`src/sv/avs_pkg.sv`:
```
package avs_pkg;

  localparam int MAX_KEYS = 64;
  localparam int KEY_BITS = 32;
  localparam int CNT_W    = $clog2(MAX_KEYS + 1);

  typedef logic signed [KEY_BITS-1:0] key_t;
  typedef logic [CNT_W-1:0]           cnt_t;

  typedef enum logic {
    ST_FILL,
    ST_DRAIN
  } st_t;

  // broadcast control to every cell
  typedef struct packed {
    logic insert;
    logic drain;
  } avs_ctl_t;

  // what a cell shows its neighbors
  typedef struct packed {
    key_t key;
    logic vld;
    logic below;   // incoming key belongs at or left of this cell
  } avs_lnk_t;

  localparam avs_lnk_t LNK_NONE = '{key: '0, vld: 1'b0, below: 1'b0};

endpackage

```
`src/sv/avs_cell.sv`:
```
module avs_cell import avs_pkg::*; (
  input  logic     clk,
  input  logic     rst_n,
  input  avs_ctl_t ctl,
  input  key_t     new_key,
  input  avs_lnk_t left_lnk,
  input  avs_lnk_t right_lnk,
  output avs_lnk_t own_lnk
);

  key_t key_r, key_nxt;
  logic vld_r, vld_nxt;
  logic below;

  // empty cells act as +infinity
  assign below = !vld_r || (new_key < key_r);

  always_comb begin
    own_lnk.key   = key_r;
    own_lnk.vld   = vld_r;
    own_lnk.below = below;
  end

  always_comb begin
    key_nxt = key_r;
    vld_nxt = vld_r;
    if (ctl.drain) begin
      key_nxt = right_lnk.key;
      vld_nxt = right_lnk.vld;
    end else if (ctl.insert) begin
      if (left_lnk.below) begin
        // new key lands further left: make room
        key_nxt = left_lnk.key;
        vld_nxt = left_lnk.vld;
      end else if (below) begin
        key_nxt = new_key;
        vld_nxt = 1'b1;
      end
    end
  end

  always_ff @(posedge clk) begin
    key_r <= key_nxt;
  end

  always_ff @(posedge clk) begin
    if (!rst_n) begin
      vld_r <= 1'b0;
    end else begin
      vld_r <= vld_nxt;
    end
  end

endmodule
```
`config.mk`:
```
export PLATFORM = sky130hd
export DESIGN_NAME = avs_cell
export DESIGN_NICKNAME = d
export VERILOG_FILES = /design/src/sv/avs_pkg.sv /design/src/sv/avs_cell.sv
export SDC_FILE = /design/constraint.sdc
export NUM_CORES = 1
export LEC_CHECK = 0
export CORE_MARGIN = 8
export CORE_UTILIZATION = 25
export DETAILED_ROUTE_END_ITERATION = 6
export DONT_BUFFER_PORTS = 1
export GPL_ROUTABILITY_DRIVEN = 1
export GPL_TIMING_DRIVEN = 0
export PLACE_DENSITY_LB_ADDON = 0.05
export SLEW_MARGIN = 15
export SYNTH_ARGS = -nofsm -noshare
export SYNTH_HDL_FRONTEND = slang
export SYNTH_SLANG_ARGS = --single-unit
```
`constraint.sdc`:
```
create_clock -name clk -period 4.9 [get_ports clk]
set_input_delay 0.245 -clock clk [delete_from_list [all_inputs] [get_ports clk]]
set_output_delay 0.245 -clock clk [all_outputs]
set_load 0.03 [all_outputs]
```
==> impl_metrics.env <==
export IMPL_synthTopCellsByArea="edfxtp_1 38%, ha_1 15%, mux2i_1 13%, o21ai_0 8.0%, nand2_1 6.6%"
export IMPL_drt_iter0_drc=56
export IMPL_pwr_density_cell_mw_per_mm2=286
export IMPL_core_area_mm2=0.00977
export IMPL_synth_top_area_share=0.383
export IMPL_area_growth_syn_to_layout_pct=11.6
export IMPL_grt_ovfl_total=0
export IMPL_drcViolationCount=0
export IMPL_synth_cell_types=27
export IMPL_clk_latency_ps=290
export IMPL_antenna_found_initial=0
export IMPL_combPwrFrac=0.212
export IMPL_hold_class="in2reg"
export IMPL_grtUsageTotal=0.120
export IMPL_pin_count=138
export IMPL_ir_worst_vdd_v=0.000104
export IMPL_dieArea_mm2=0.0135
export IMPL_root_buffer="clkbuf_8"
export IMPL_max_cap_violations=0
export IMPL_first_pass_iters=4
export IMPL_grt_pass1_vias=2138
export IMPL_final_nets=413
export IMPL_dp_hpwl_um=6550
export IMPL_cp_arrival_ps=2860
export IMPL_cts_hold_buf=0
export IMPL_ant_nets=0
export IMPL_rsz0062_at_grt="no"
export IMPL_drv_slew=0
export IMPL_p_int_mw=0.515
export IMPL_synth_warnings=0
export IMPL_startpoint_type="flop"
export IMPL_critPathRequiredTime_ps=4890
export IMPL_routed_via_count=1900
export IMPL_p_sw_mw=0.284
export IMPL_gp_congestion=0.676
export IMPL_wl_um=8050
export IMPL_cts_buffers=5
export IMPL_htreeDepth=2
export IMPL_wire_per_inst_um=19.5
export IMPL_final_period_utilization=0.586
export IMPL_chipWidth_um=116
export IMPL_cp_max_fo=19
export IMPL_portBuffers=0
export IMPL_fin_area_mm2=0.00280
export IMPL_p_sw_frac=0.356
export IMPL_post_route_util=0.286
export IMPL_syn_num_nets=405
export IMPL_slowest_stage="a31oi_4"
export IMPL_cts_tree="done"
export IMPL_start_util=0.257
export IMPL_drive_gt1_frac=0.0717
export IMPL_cts_sinks=33
export IMPL_setup_viol=0
export IMPL_pwr_share_seq=0.534
export IMPL_path_cells="inv_1, ha_1, o21ai_1, a21oi_1, o311ai_1, nand4_1, a31oi_4, buf_16"
export IMPL_run_status="finished clean"
export IMPL_cp_end_kind="flop"
export IMPL_diodes=0
export IMPL_max_stage_delay_ps=600
export IMPL_rows=36
export IMPL_nFillCells=1097
export IMPL_fin_crit_ps=2870
export IMPL_p_leak_nw=1.24
export IMPL_ys_seq_area_frac=0.391
export IMPL_clkTransAtPathRegs_ps=80
export IMPL_dieHeight_um=116
export IMPL_clkPwrFrac=0.255
export IMPL_post_cts_buffers=0
export IMPL_grt_max_degree=20
export IMPL_viasPerCell=4.61
export IMPL_timing_fmax_ghz=0.348
export IMPL_synth_top_area_cell="edfxtp_1"
export IMPL_syn_cell_area_mm2=0.00251
export IMPL_synth_cells=270
export IMPL_hold_viol=0
export IMPL_worstSetupPathType="reg2reg"
export IMPL_avgSynthCellArea_um2=9.29
export IMPL_synth_seq_cells=33
export IMPL_cts_resized_gates=0
export IMPL_slew_headroom=0.567
export IMPL_placed_area_mm2=0.00272
export IMPL_grt_pass1_wl_um=12100
export IMPL_tightest_slew_ps=650
export IMPL_cts_max_path_buffers=2
export IMPL_clock_skew_ps=10.6
cells in the final DEF, fill, tap and decap left out, types with 6 or more instances in the layout:
cell	count
a21oi_1	14
clkbuf_1	6
edfxtp_1	32
ha_1	31
inv_1	34
mux2i_1	32
nand2_1	44
nor2_1	7
o21ai_0	40
worst paths after layout:
| kind | start | cells past startpoint | endpoint | slack (ps) |
|---|---|---|---|---|
| worst max-delay path | key_r[1]$_DFFE_PP_ | 8 | key_r[15]$_DFFE_PP_ | 2030 |
| worst min-delay path | rst_n | 1 | vld_r$_SDFFE_PN0P_ | 90 |
| worst max register to register | key_r[1]$_DFFE_PP_ | 8 | key_r[15]$_DFFE_PP_ | 2030 |
| worst min register to register | vld_r$_SDFFE_PN0P_ | 3 | vld_r$_SDFFE_PN0P_ | 730 |
power groups by stage:
stage	Clock [mW]	Combinational [mW]	Sequential [mW]
floorplan	0	0.129	0.425
global placement	0	0.166	0.437
detailed placement	0	0.173	0.435
CTS	0.221	0.175	0.429
global route	0.228	0.199	0.432
finish	0.204	0.169	0.426
worst max-delay path, delay by kind of cell (launching register included):
family | cells | cell delay [ps]
AOI/OAI and AO/OA | 4 | 1160
DFF | 1 | 560
buffers and inverters | 2 | 320
adders and majority gates | 1 | 280
and+or+nand+nor | 1 | 230
flip-flops by register name (all words and copies together) (netlist names):
signal  flops
vld_r       1
key_r      32
cell type report:
| type | count | area [um2] | area share |
|---|---|---|---|
| buffer | 13 | 70.1 | 0.0250 |
| sequential | 33 | 981 | 0.351 |
| inverter | 34 | 128 | 0.0456 |
| clock inverter | 3 | 12.5 | 0.00447 |
| multi-input combinational | 190 | 1340 | 0.480 |
| tap | 133 | 166 | 0.0595 |
| clock buffer | 5 | 68.8 | 0.0246 |
| timing repair buffer | 1 | 27.5 | 0.00984 |
metal layers:
| layer | routed length [um] | up-vias | GRT usage | part of all wire |
|---|---|---|---|---|
| li1 | - | 963 | - | - |
| met5 | 0 | - | 0 | 0 |
| met3 | 835 | 2 | 0.0491 | 0.10 |
| met1 | 3270 | 861 | 0.139 | 0.41 |
| met4 | 55 | 0 | 0.0311 | 0.0068 |
| met2 | 3890 | 74 | 0.200 | 0.48 |
Yosys cell counts, drive strengths merged:
cell type	number
a21oi	16
a31oi	1
a211oi	1
and2	1
inv	34
nor3	2
clkbuf	6
o21ai	44
o22ai	1
mux2i	32
edfxtp	32
nand4	1
nand3b	1
nor4	1
buf	7
a22oi	2
dfxtp	1
ha	31
nand2	45
nor2	7
and4	1
o211ai	2
o311ai	1
stage by stage:
stage / setup slack, ps / total power, mW / cells / hold slack, ps / setup TNS, ps
6_report: 2030 / 0.799 / 412 / 86.8 / 0
5_1_grt: 1840 / 0.860 / 412 / 66.8 / 0
4_1_cts: 1950 / 0.824 / 412 / 66.6 / 0
3_5_place_dp: 1980 / 0.609 / 404 / 370 / 0
3_3_place_gp: -446 / 0.603 / 403 / 372 / -14190
2_1_floorplan: 1220 / 0.554 / 270 / 367 / 0
logic make-up (layout without fill, tap and decap cells):
group | count (synthesis) | in the layout | synth area share
buffers and inverters | 47 | 56 | 0.0788
adder cells (fa/ha/maj) | 31 | 31 | 0.155
flip-flops | 33 | 33 | 0.391
AO/OA/AOI/OAI | 68 | 68 | 0.148
AND/OR/NAND/NOR | 59 | 59 | 0.0993
multiplexers | 32 | 32 | 0.128
Power figures use the tool's default switching activity.
